--- src/rtl/core/rtqs_pkg.sv ---
// Shared types and constants for the radio transmit queue scheduler.
// No dependencies; imported by every module of the core but rtqs_ram.
package rtqs_pkg;

    localparam int QUEUE_DEPTH = 8;
    localparam int IDX_W       = (QUEUE_DEPTH > 1) ? $clog2(QUEUE_DEPTH) : 1;
    localparam int CNT_W       = $clog2(QUEUE_DEPTH + 1);
    localparam int SUM_W       = CNT_W + 1;
    localparam int SLOT_W      = 6;

    localparam int IN_DATA_W   = 160;
    localparam int OUT_DATA_W  = 96;
    localparam int CFG_ADDR_W  = 3;
    localparam int CFG_DATA_W  = 19;

    localparam int MAX_FRAME_LEN      = 255;
    localparam int WATCHDOG_MARGIN_MS = 100;
    localparam logic signed [7:0] POWER_FLOOR = -8'sd126;

    localparam logic [1:0] FUNC_ENQUEUE = 2'd0;
    localparam logic [1:0] FUNC_PUMP    = 2'd1;
    localparam logic [1:0] FUNC_ARM     = 2'd2;
    localparam logic [1:0] FUNC_COLLECT = 2'd3;

    localparam logic [2:0] KIND_QUEUED   = 3'd0;
    localparam logic [2:0] KIND_TOO_LONG = 3'd1;
    localparam logic [2:0] KIND_FULL     = 3'd2;
    localparam logic [2:0] KIND_START    = 3'd3;
    localparam logic [2:0] KIND_EXPIRED  = 3'd4;
    localparam logic [2:0] KIND_FAILED   = 3'd5;
    localparam logic [2:0] KIND_AIRED    = 3'd6;
    localparam logic [2:0] KIND_TIMEOUT  = 3'd7;

    localparam logic [CFG_ADDR_W-1:0] CFG_SPREADING = 3'd0;
    localparam logic [CFG_ADDR_W-1:0] CFG_BANDWIDTH = 3'd1;
    localparam logic [CFG_ADDR_W-1:0] CFG_CODING    = 3'd2;
    localparam logic [CFG_ADDR_W-1:0] CFG_PREAMBLE  = 3'd3;
    localparam logic [CFG_ADDR_W-1:0] CFG_POWER     = 3'd4;

    typedef struct packed {
        logic [3:0]         pad;
        logic [2:0]         radio_code;
        logic [31:0]        time_arg;
        logic [9:0]         frame_len;
        logic [15:0]        frame_seq;
        logic [7:0]         frame_tag;
        logic signed [7:0]  power_req;
        logic signed [16:0] preamble_req;
        logic signed [4:0]  cr_req;
        logic signed [19:0] bw_req;
        logic signed [4:0]  sf_req;
        logic [31:0]        now_ms;
    } rtqs_in_t;

    typedef struct packed {
        logic [3:0]        pad;
        logic [2:0]        fail_code;
        logic [5:0]        out_slot;
        logic [7:0]        out_len;
        logic signed [7:0] out_power_dbm;
        logic [15:0]       out_preamble;
        logic [3:0]        out_cr;
        logic [18:0]       out_bw_hz;
        logic [3:0]        out_sf;
        logic [15:0]       out_seq;
        logic [7:0]        out_tag;
    } rtqs_out_t;

    typedef struct packed {
        logic [31:0]       deadline;
        logic [7:0]        len;
        logic [15:0]       seq;
        logic [7:0]        tag;
        logic signed [7:0] power;
        logic [15:0]       preamble;
        logic [3:0]        cr;
        logic [18:0]       bw;
        logic [3:0]        sf;
    } rtqs_entry_t;

    typedef struct packed {
        logic capture;
        logic commit;
    } rtqs_cmd_t;

    typedef struct packed {
        logic emit;
        logic out_free;
    } rtqs_status_t;

endpackage

--- src/rtl/core/rtqs_ram.sv ---
// Generic single-write, single-read RAM with registered read data.
// No dependencies.
module rtqs_ram #(
    parameter int WIDTH = 8,
    parameter int DEPTH = 8,
    localparam int AW = (DEPTH > 1) ? $clog2(DEPTH) : 1
) (
    input  logic             aclk,
    input  logic             we,
    input  logic [AW-1:0]    waddr,
    input  logic [WIDTH-1:0] wdata,
    input  logic             re,
    input  logic [AW-1:0]    raddr,
    output logic [WIDTH-1:0] rdata
);

    logic [WIDTH-1:0] mem [DEPTH];
    logic [WIDTH-1:0] rdata_reg;

    always_ff @(posedge aclk) begin
        if (we) begin
            mem[waddr] <= wdata;
        end
        if (re) begin
            rdata_reg <= mem[raddr];
        end
    end

    assign rdata = rdata_reg;

endmodule

--- src/rtl/core/rtqs_ctrl.sv ---
// Item sequencer: takes an item, waits for the head read, commits when the
// result register can take the outcome. Depends on rtqs_pkg.
module rtqs_ctrl import rtqs_pkg::*; (
    input  logic         aclk,
    input  logic         aresetn,
    input  logic         s_tvalid,
    output logic         s_tready,
    input  rtqs_status_t st,
    output rtqs_cmd_t    cmd
);

    localparam logic ST_IDLE = 1'b0;
    localparam logic ST_EXEC = 1'b1;

    logic state_reg;
    logic state_next;

    always_comb begin
        state_next  = state_reg;
        cmd.capture = 1'b0;
        cmd.commit  = 1'b0;
        case (state_reg)
            ST_IDLE: begin
                cmd.capture = s_tvalid;
                if (s_tvalid) begin
                    state_next = ST_EXEC;
                end
            end
            ST_EXEC: begin
                if (!st.emit || st.out_free) begin
                    cmd.commit = 1'b1;
                    state_next = ST_IDLE;
                end
            end
            default: begin
                state_next = ST_IDLE;
            end
        endcase
    end

    assign s_tready = (state_reg == ST_IDLE);

    always_ff @(posedge aclk) begin
        if (!aresetn) begin
            state_reg <= ST_IDLE;
        end else begin
            state_reg <= state_next;
        end
    end

endmodule

--- src/rtl/core/rtqs_dp.sv ---
// Datapath: default registers, frame ring, in-flight/watchdog state and the
// result register. Depends on rtqs_pkg and rtqs_ram.
module rtqs_dp import rtqs_pkg::*; (
    input  logic                  aclk,
    input  logic                  aresetn,
    input  logic [IN_DATA_W-1:0]  s_tdata,
    input  logic [1:0]            s_tuser,
    input  logic                  cfg_valid,
    input  logic [CFG_ADDR_W-1:0] cfg_addr,
    input  logic [CFG_DATA_W-1:0] cfg_data,
    input  rtqs_cmd_t             cmd,
    output rtqs_status_t          st,
    output logic                  m_tvalid,
    input  logic                  m_tready,
    output logic [OUT_DATA_W-1:0] m_tdata,
    output logic [2:0]            m_tuser
);

    logic [3:0]        def_sf_reg;
    logic [18:0]       def_bw_reg;
    logic [3:0]        def_cr_reg;
    logic [15:0]       def_pre_reg;
    logic signed [7:0] def_pw_reg;

    rtqs_in_t   item_reg;
    logic [1:0] func_reg;

    logic [IDX_W-1:0] head_reg, head_next;
    logic [CNT_W-1:0] count_reg, count_next;
    logic [31:0]      drop_count_reg, drop_count_next;
    logic             awaiting_reg, awaiting_next;
    logic             inflight_valid_reg, inflight_valid_next;
    logic [27:0]      inflight_ident_reg, inflight_ident_next;
    logic [31:0]      watchdog_reg, watchdog_next;
    logic [31:0]      timeout_count_reg, timeout_count_next;
    logic [31:0]      failed_count_reg, failed_count_next;

    logic             m_tvalid_reg;
    rtqs_out_t        m_tdata_reg;
    logic [2:0]       m_tuser_reg;

    rtqs_entry_t      head_entry;
    rtqs_entry_t      new_entry;
    logic [IDX_W-1:0] tail;
    logic [SUM_W-1:0] tail_sum;
    logic [IDX_W-1:0] head_inc;
    logic [33:0]      wd_sum;
    logic [31:0]      wd_sat;
    logic             ram_we;
    logic             emit;
    rtqs_out_t        res;
    logic [2:0]       res_kind;

    rtqs_ram #(
        .WIDTH ($bits(rtqs_entry_t)),
        .DEPTH (QUEUE_DEPTH)
    ) u_ring (
        .aclk  (aclk),
        .we    (ram_we & cmd.commit),
        .waddr (tail),
        .wdata (new_entry),
        .re    (cmd.capture),
        .raddr (head_reg),
        .rdata (head_entry)
    );

    always_ff @(posedge aclk) begin
        if (!aresetn) begin
            def_sf_reg  <= 4'd7;
            def_bw_reg  <= 19'd125000;
            def_cr_reg  <= 4'd5;
            def_pre_reg <= 16'd8;
            def_pw_reg  <= 8'sd14;
        end else if (cfg_valid) begin
            case (cfg_addr)
                CFG_SPREADING: def_sf_reg  <= cfg_data[3:0];
                CFG_BANDWIDTH: def_bw_reg  <= cfg_data;
                CFG_CODING:    def_cr_reg  <= cfg_data[3:0];
                CFG_PREAMBLE:  def_pre_reg <= cfg_data[15:0];
                CFG_POWER:     def_pw_reg  <= cfg_data[7:0];
                default: begin
                end
            endcase
        end
    end

    always_ff @(posedge aclk) begin
        if (cmd.capture) begin
            item_reg <= s_tdata;
            func_reg <= s_tuser;
        end
    end

    // enqueue: settings left unset take the defaults
    always_comb begin
        new_entry.deadline = item_reg.time_arg;
        new_entry.len      = item_reg.frame_len[7:0];
        new_entry.seq      = item_reg.frame_seq;
        new_entry.tag      = item_reg.frame_tag;
        new_entry.sf       = item_reg.sf_req[4] ? def_sf_reg : item_reg.sf_req[3:0];
        new_entry.bw       = item_reg.bw_req[19] ? def_bw_reg : item_reg.bw_req[18:0];
        new_entry.cr       = item_reg.cr_req[4] ? def_cr_reg : item_reg.cr_req[3:0];
        new_entry.preamble = item_reg.preamble_req[16] ? def_pre_reg
                                                       : item_reg.preamble_req[15:0];
        new_entry.power    = (item_reg.power_req < POWER_FLOOR) ? def_pw_reg
                                                                 : item_reg.power_req;
    end

    assign tail_sum = SUM_W'(head_reg) + SUM_W'(count_reg);
    assign tail     = (tail_sum >= SUM_W'(QUEUE_DEPTH))
                    ? IDX_W'(tail_sum - SUM_W'(QUEUE_DEPTH)) : IDX_W'(tail_sum);
    assign head_inc = (head_reg == IDX_W'(QUEUE_DEPTH - 1)) ? '0 : head_reg + 1'b1;

    assign wd_sum = {2'b00, item_reg.now_ms} + {2'b00, item_reg.time_arg}
                  + {3'b000, item_reg.time_arg[31:1]} + 34'(WATCHDOG_MARGIN_MS);
    assign wd_sat = (|wd_sum[33:32]) ? '1 : wd_sum[31:0];

    always_comb begin
        head_next           = head_reg;
        count_next          = count_reg;
        drop_count_next     = drop_count_reg;
        awaiting_next       = awaiting_reg;
        inflight_valid_next = inflight_valid_reg;
        inflight_ident_next = inflight_ident_reg;
        watchdog_next       = watchdog_reg;
        timeout_count_next  = timeout_count_reg;
        failed_count_next   = failed_count_reg;
        ram_we              = 1'b0;
        emit                = 1'b0;
        res                 = '0;
        res_kind            = KIND_QUEUED;
        case (func_reg)
            FUNC_ENQUEUE: begin
                emit        = 1'b1;
                res.out_tag = item_reg.frame_tag;
                res.out_seq = item_reg.frame_seq;
                if (item_reg.frame_len > 10'(MAX_FRAME_LEN)) begin
                    res_kind = KIND_TOO_LONG;
                end else if (count_reg >= CNT_W'(QUEUE_DEPTH)) begin
                    res_kind        = KIND_FULL;
                    drop_count_next = drop_count_reg + 32'd1;
                end else begin
                    res_kind     = KIND_QUEUED;
                    res.out_sf   = new_entry.sf;
                    res.out_slot = SLOT_W'(tail);
                    ram_we       = 1'b1;
                    count_next   = count_reg + 1'b1;
                end
            end
            FUNC_PUMP: begin
                if (!item_reg.radio_code[0] && count_reg != '0 && !awaiting_reg) begin
                    emit        = 1'b1;
                    res.out_tag = head_entry.tag;
                    res.out_seq = head_entry.seq;
                    res.out_sf  = head_entry.sf;
                    if (head_entry.deadline != '0
                        && item_reg.now_ms >= head_entry.deadline) begin
                        res_kind   = KIND_EXPIRED;
                        head_next  = head_inc;
                        count_next = count_reg - 1'b1;
                    end else begin
                        res_kind          = KIND_START;
                        res.out_bw_hz     = head_entry.bw;
                        res.out_cr        = head_entry.cr;
                        res.out_preamble  = head_entry.preamble;
                        res.out_power_dbm = head_entry.power;
                        res.out_len       = head_entry.len;
                        res.out_slot      = SLOT_W'(head_reg);
                        awaiting_next     = 1'b1;
                    end
                end
            end
            FUNC_ARM: begin
                awaiting_next = 1'b0;
                if (awaiting_reg && count_reg != '0) begin
                    head_next  = head_inc;
                    count_next = count_reg - 1'b1;
                    if (item_reg.radio_code == '0) begin
                        inflight_ident_next = {head_entry.sf, head_entry.seq, head_entry.tag};
                        inflight_valid_next = 1'b1;
                        watchdog_next       = wd_sat;
                    end else begin
                        emit              = 1'b1;
                        res_kind          = KIND_FAILED;
                        res.out_tag       = head_entry.tag;
                        res.out_seq       = head_entry.seq;
                        res.out_sf        = head_entry.sf;
                        res.fail_code     = item_reg.radio_code;
                        failed_count_next = failed_count_reg + 32'd1;
                    end
                end
            end
            FUNC_COLLECT: begin
                if (item_reg.radio_code[1]
                    || (item_reg.radio_code[0] && item_reg.now_ms > watchdog_reg)) begin
                    if (item_reg.radio_code[1]) begin
                        res_kind = KIND_AIRED;
                    end else begin
                        res_kind           = KIND_TIMEOUT;
                        timeout_count_next = timeout_count_reg + 32'd1;
                    end
                    emit                = inflight_valid_reg;
                    res.out_tag         = inflight_ident_reg[7:0];
                    res.out_seq         = inflight_ident_reg[23:8];
                    res.out_sf          = inflight_ident_reg[27:24];
                    inflight_valid_next = 1'b0;
                    watchdog_next       = '0;
                end
            end
            default: begin
            end
        endcase
    end

    always_ff @(posedge aclk) begin
        if (!aresetn) begin
            head_reg           <= '0;
            count_reg          <= '0;
            drop_count_reg     <= '0;
            awaiting_reg       <= 1'b0;
            inflight_valid_reg <= 1'b0;
            inflight_ident_reg <= '0;
            watchdog_reg       <= '0;
            timeout_count_reg  <= '0;
            failed_count_reg   <= '0;
        end else if (cmd.commit) begin
            head_reg           <= head_next;
            count_reg          <= count_next;
            drop_count_reg     <= drop_count_next;
            awaiting_reg       <= awaiting_next;
            inflight_valid_reg <= inflight_valid_next;
            inflight_ident_reg <= inflight_ident_next;
            watchdog_reg       <= watchdog_next;
            timeout_count_reg  <= timeout_count_next;
            failed_count_reg   <= failed_count_next;
        end
    end

    always_ff @(posedge aclk) begin
        if (!aresetn) begin
            m_tvalid_reg <= 1'b0;
        end else if (cmd.commit && emit) begin
            m_tvalid_reg <= 1'b1;
        end else if (m_tready) begin
            m_tvalid_reg <= 1'b0;
        end
    end

    always_ff @(posedge aclk) begin
        if (cmd.commit && emit) begin
            m_tdata_reg <= res;
            m_tuser_reg <= res_kind;
        end
    end

    // emit above out_free
    assign st = {emit, !m_tvalid_reg || m_tready};

    assign m_tvalid = m_tvalid_reg;
    assign m_tdata  = m_tdata_reg;
    assign m_tuser  = m_tuser_reg;

endmodule

--- src/rtl/core/radio_tx_queue_scheduler_core.sv ---
// Top level of the radio transmit queue scheduler core.
// Depends on rtqs_pkg, rtqs_ctrl and rtqs_dp.
//
//  port group  | dir | carries
//  ------------+-----+------------------------------------------------
//  s_*         | in  | request item: func in tuser, fields in tdata
//  m_*         | out | outcome item: kind in tuser, fields in tdata
//  cfg_*       | in  | default register writes, index in cfg_addr
//
// Each item is taken in ST_IDLE, where the ring head is read from the frame
// RAM, and committed in ST_EXEC, which updates state and loads the result
// register. The result register holds an outcome while the next item is
// taken; an item that produces an outcome waits in ST_EXEC while that
// register is still full. Reset is synchronous; the ring holds no valid
// state until written and needs no clearing. cfg_ready is always high.
module radio_tx_queue_scheduler_core import rtqs_pkg::*; (
    input  logic                  aclk,
    input  logic                  aresetn,
    input  logic                  s_tvalid,
    output logic                  s_tready,
    // now_ms, sf_req, bw_req, cr_req, preamble_req, power_req, frame_tag,
    // frame_seq, frame_len, time_arg, radio_code, zero pad
    input  logic [IN_DATA_W-1:0]  s_tdata,
    // func
    input  logic [1:0]            s_tuser,
    output logic                  m_tvalid,
    input  logic                  m_tready,
    // out_tag, out_seq, out_sf, out_bw_hz, out_cr, out_preamble,
    // out_power_dbm, out_len, out_slot, fail_code, zero pad
    output logic [OUT_DATA_W-1:0] m_tdata,
    // kind
    output logic [2:0]            m_tuser,
    input  logic                  cfg_valid,
    output logic                  cfg_ready,
    input  logic [CFG_ADDR_W-1:0] cfg_addr,
    input  logic [CFG_DATA_W-1:0] cfg_data
);

    rtqs_cmd_t    cmd;
    rtqs_status_t st;

    assign cfg_ready = 1'b1;

    rtqs_ctrl u_ctrl (
        .aclk     (aclk),
        .aresetn  (aresetn),
        .s_tvalid (s_tvalid),
        .s_tready (s_tready),
        .st       (st),
        .cmd      (cmd)
    );

    rtqs_dp u_dp (
        .aclk      (aclk),
        .aresetn   (aresetn),
        .s_tdata   (s_tdata),
        .s_tuser   (s_tuser),
        .cfg_valid (cfg_valid),
        .cfg_addr  (cfg_addr),
        .cfg_data  (cfg_data),
        .cmd       (cmd),
        .st        (st),
        .m_tvalid  (m_tvalid),
        .m_tready  (m_tready),
        .m_tdata   (m_tdata),
        .m_tuser   (m_tuser)
    );

endmodule
--- config.mk ---
export PLATFORM = sky130hd
export DESIGN_NAME = radio_tx_queue_scheduler_core
export DESIGN_NICKNAME = d
export VERILOG_FILES = /design/src/rtl/core/rtqs_pkg.sv /design/src/rtl/core/rtqs_ram.sv /design/src/rtl/core/rtqs_ctrl.sv /design/src/rtl/core/rtqs_dp.sv /design/src/rtl/core/radio_tx_queue_scheduler_core.sv
export SDC_FILE = /design/constraint.sdc
export NUM_CORES = 2
export LEC_CHECK = 0
export BUFFER_PORTS_ARGS = -buffer_cell sky130_fd_sc_hd__buf_4
export CAP_MARGIN = 20
export CORE_UTILIZATION = 55
export DETAILED_ROUTE_END_ITERATION = 10
export GPL_ROUTABILITY_DRIVEN = 0
export PLACE_DENSITY = 0.81
export SKIP_LAST_GASP = 1
export SYNTH_ARGS = -nofsm -noshare
export SYNTH_HDL_FRONTEND = slang
export SYNTH_HIERARCHICAL = 1
export SYNTH_SLANG_ARGS = --single-unit
--- constraint.sdc ---
create_clock -name aclk -period 13.8 [get_ports aclk]
set_clock_uncertainty 0.05 [all_clocks]
set_input_delay 4.14 -clock aclk [delete_from_list [all_inputs] [get_ports aclk]]
set_output_delay 4.14 -clock aclk [all_outputs]
set_load 0.005 [all_outputs]
# Word-level counts from Yosys, hierarchy flattened
# Memory sizes are Yosys's and may differ from the RTL's. A register that Yosys moved wholly into a read port is not among the register bits.
# Cells that the tools add are included.
# totals
register_bits	375
mem_bits_rw	920
input_bits	189
out_inout_bits	102
elab_cells	175
mem_count	1
# memory_table
memory	words	width	read_ports	rd_clocked_by_memory_dff	write_ports	line	text
u_dp.u_ring.mem	8	115	1	1	1	rtqs_ram.sv:17	logic [WIDTH-1:0] mem [DEPTH];
# classes
add_sub_neg	8
magnitude_cmp	6
n_eq_ne	16
muxes	67
bitwise_logic	6
n_reduce_logical	35
# op_table
op	n
32-bit 2-to-1 mux	4
28-bit one-hot mux with 4 select lines	1
89-bit 2-to-1 mux	1
28-bit 2-to-1 mux	3
32-bit one-hot mux with 2 select lines	1
58-bit 2-to-1 mux	1
3-bit 2-to-1 mux	12
4-bit 2-to-1 mux	9
34-bit by 31-bit adder with 34-bit output	1
34-bit by 7-bit adder with 34-bit output, second input constant	1
32-bit by 32-bit adder with 33-bit output	1
32-bit greater-or-equal comparator	1
32-bit > comparator	1
32-bit nonzero test	1
1-bit 2-to-1 mux	22
19-bit 2-to-1 mux	1
16-bit 2-to-1 mux	1
3-bit one-hot mux with 4 select lines	1
4-bit one-hot mux with 3 select lines	1
6-bit one-hot mux with 2 select lines	1
10-bit by 8-bit > comparator with 1-bit output, second input constant	1
2-bit by 1-bit != test with 1-bit output, second input constant	5
2-bit AND reduction	5
5-bit AND reduction	2
other kinds (34)	60

# Depth between registers and ports, before layout
# logic_depth
depth_word	12
mapped_depth	21
ltp_nobuf	17

# Modules after synthesis
# The synthesis kept the hierarchy.
# by_module_without_submodules
module	n_inst	cells_per_inst	area_each_um2	seq_area_each_um2
rtqs_ram	1	1458	38399.3	31079.8
rtqs_dp	1	1552	18285.0	9929.5
rtqs_ctrl	1	7	71.3	20.0
radio_tx_queue_scheduler_core	1	2	11.3	0.0

# Least setup slack after synthesis
# Ideal clock, no wire load.
# synth_path
path_type	in2reg
start	in m_tready
end	mem u_dp/u_ring/mem[4][0] (netlist name), enable pin
setup_time_ns	0.730
arrival_ns	12.755
t_required_ns	13.020
slack_ns	0.265
stages	8
n_path_buf	1
cell_sequence	nor2b_1 -> inv_1 -> nand2b_4 -> and2_1 -> clkbuf_1 -> and3_1 -> nand2_1 -> nor3_1
# synth_lines
item	line	text
from (decl)	radio_tx_queue_scheduler_core.sv:27	input logic m_tready,
to (decl)	rtqs_ram.sv:17	

==> results.yml <==
worst_setup_path:
  startpoint_type: "input port"
  r2r_end: "u_dp/u_ring/mem[7][108]"
  r2r_slack_ns: 6.23
  endpoint_kind: "register"
  critical_path_required_ns: 14.10
  r2r_start: "u_dp/item_reg[29]"
  crit_fanout: 47
  r2r_cells: 16
  critical_path_class: "in -> reg"
  arrival_ns: 8.05
clock_network:
  ctsResizeCount: 0
  clk_latency_ns: 0.75
  postCtsSetupBuffers: 0
  cts_sinks: 1407
  clockBufferDepth: 3
  cts_tree: "done"
  root_buffer: "clkbuf_16"
  hold_buffers: 0
  numCtsBuffers: 139
  cts_htree_levels: 4
  clkSlewWorstSetupHoldPaths_ns: 0.06
power:
  total_leakage_power_nw: 21.9
  p_per_area_nw_per_um2: 139
  power_mw: 8.96
  ir_worst_vdd_mv: 0.108
yosys:
  synth_cells: 3019
  syn_area_per_cell_um2: 18.8
  synth_top_area_cell: "edfxtp_1"
  synthArstFlopShare: 0
  synthTopCellsByArea: "edfxtp_1, mux4_2, dfxtp_1"
  synth.cell_area_um2: 56800
  yosysSeqAreaShare: 0.723
  synth-edff-count: 1285
  synthFlopType: "edfxtp_1"
  ys_ff_latch: 1407
  ys_types: 81
  synth.top_cell.area_share: 0.680
  synth_warnings: 6
timing:
  worst_slew_pin_slew_ns: 1.16
  finalMaxSlewViolations: 0
  max_freq_mhz: 129
  finalWorstSetupSlack_ns: 6.05
  worst_slew_margin_rel: 0.227
  final-setup-viol-count: 0
  period_share: 0.561
  fin_hold_ws_ns: 0.416
  period_minus_slack_ns: 7.75
  fin_tns_setup_ns: 0
  rsz0062_at_grt: "false"
  final-hold-violation-count: 0
global_route:
  grt-ovfl-total: 0
  antenna_found_initial: 1
  grt_max_degree: 116
  grt_first_pass_wirelength_um: 182000
  grt_pass1_vias: 29400
  grt_usage: 0.238
worst_hold_path:
  hold_path_class: "reg -> reg"
  holdPathStages: 2
  hold-path-endpoint: "u_dp/inflight_ident_reg[0]"
  worstHoldStart: "u_dp/inflight_ident_reg[0]"
place:
  place_ws_ns: 5.35
  dp_hpwl_um: 70500
  place.port_buffers: 278
  place_inst: 4578
floorplanning:
  core_um2: 102000
  die_area_um2: 105000
  dieWidth_um: 323
  io_pins: 291
  die_y_um: 323
  fp-row-count: 117
  start_util: 0.556
detailed_routing:
  wl_um: 122000
  post-route-drc-count: 0
  wl_per_cell_um: 25.3
  vias: 29000
  drtIter0Drc: 2967
  viasPerCell: 6.00
  ant_nets: 0
  first_pass_iters: 5
finish:
  syn2layout_area_growth_pct: 13.6
  nets: 3713
  layout_common_cells: "edfxtp_1, buf_4, nand2_1"
  nFillCells: 6779
  regArea_um2: 41000
  multi_input_area_um2: 14500
  num_antenna_cells: 0
  largest_reg_flops: 920
  final_cells: 4830
  final_common_cell: "edfxtp_1"
  layout-drive-gt1-share: 0.263
run_status:
  status: "complete, no violations"
job:
  max_cap_violations: 0
## worst max-delay path by stage
stage,slack [ns],from,cells past startpoint,endpoint
final,6.05,m_tready,10,u_dp/u_ring/mem[7][108]
after global routing,5.86,m_tready,10,u_dp/u_ring/mem[7][108]
after CTS,6.12,m_tready,10,u_dp/u_ring/mem[7][108]
after detailed placement,5.35,m_tready,10,u_dp/u_ring/mem[7][108]
after global placement,5.34,m_tready,10,u_dp/u_ring/mem[7][107]
after floorplan,0.27,m_tready,8,u_dp/u_ring/mem[4][0]
## layer usage
metal	routed length, um	GRT usage
met1	49300	0.323
met2	59900	0.385
met3	9290	0.0432
met4	3980	0.0918
met5	0	0
## critical path: stages
cell and delay (ns):
buf_4 0.08, nor2b_1 0.10, inv_1 0.08, nand2b_4 0.12
and2_1 0.32, and3_1 0.39, nand2_1 0.28, nor2_4 0.88
buf_4 0.77, buf_4 0.82
## power by group
group	switching, mW	total [mW]	leakage [nW]	internal [mW]
Sequential	0.0649	4.78	12.8	4.72
Combinational	0.316	0.559	6.92	0.242
Clock	1.58	3.61	2.11	2.03
## per-stage QoR
stage,cell area [um2],util
final,64500,0.632
after global routing,64500,0.632
after CTS,64500,0.632
after detailed placement,60100,0.589
after global placement,60100,0.589
after floorplan,56800,-
## layout make-up
cell class,count,share of cell area
multi-input combinational,1373,0.225
inverter,108,0.00628
sequential,1407,0.636
clock buffer,196,0.0595
clock inverter,55,0.00793
tap,1368,0.0265
timing repair buffer,323,0.0383
## cells by family after synthesis
| kind of cell | Yosys count | synth area share |
|---|---|---|
| compound gates | 313 | 0.0405 |
| other cells | 2 | 0.000132 |
| mux | 398 | 0.128 |
| flops | 1407 | 0.723 |
| fa+ha+maj | 172 | 0.0425 |
| buf+inv | 245 | 0.0236 |
| simple gates | 451 | 0.0379 |
| xor+xnor | 31 | 0.00478 |
## Yosys cell counts, types with 17 or more instances
master    count
xnor2_1      21
dfxtp_1     122
clkbuf_1     71
nor2_1       41
a22oi_1      26
mux4_2      178
buf_12       19
a221o_2      29
inv_1       107
nand3_1      28
fa_1         35
a21oi_1      53
mux2_2      160
nand2_1     222
ha_1        137
a21boi_0     51
edfxtp_1   1285
buf_1        17
and2_1       63
a21o_1       26
o21ai_0      58
mux4_1       52
(Power assumes the default switching activity.)
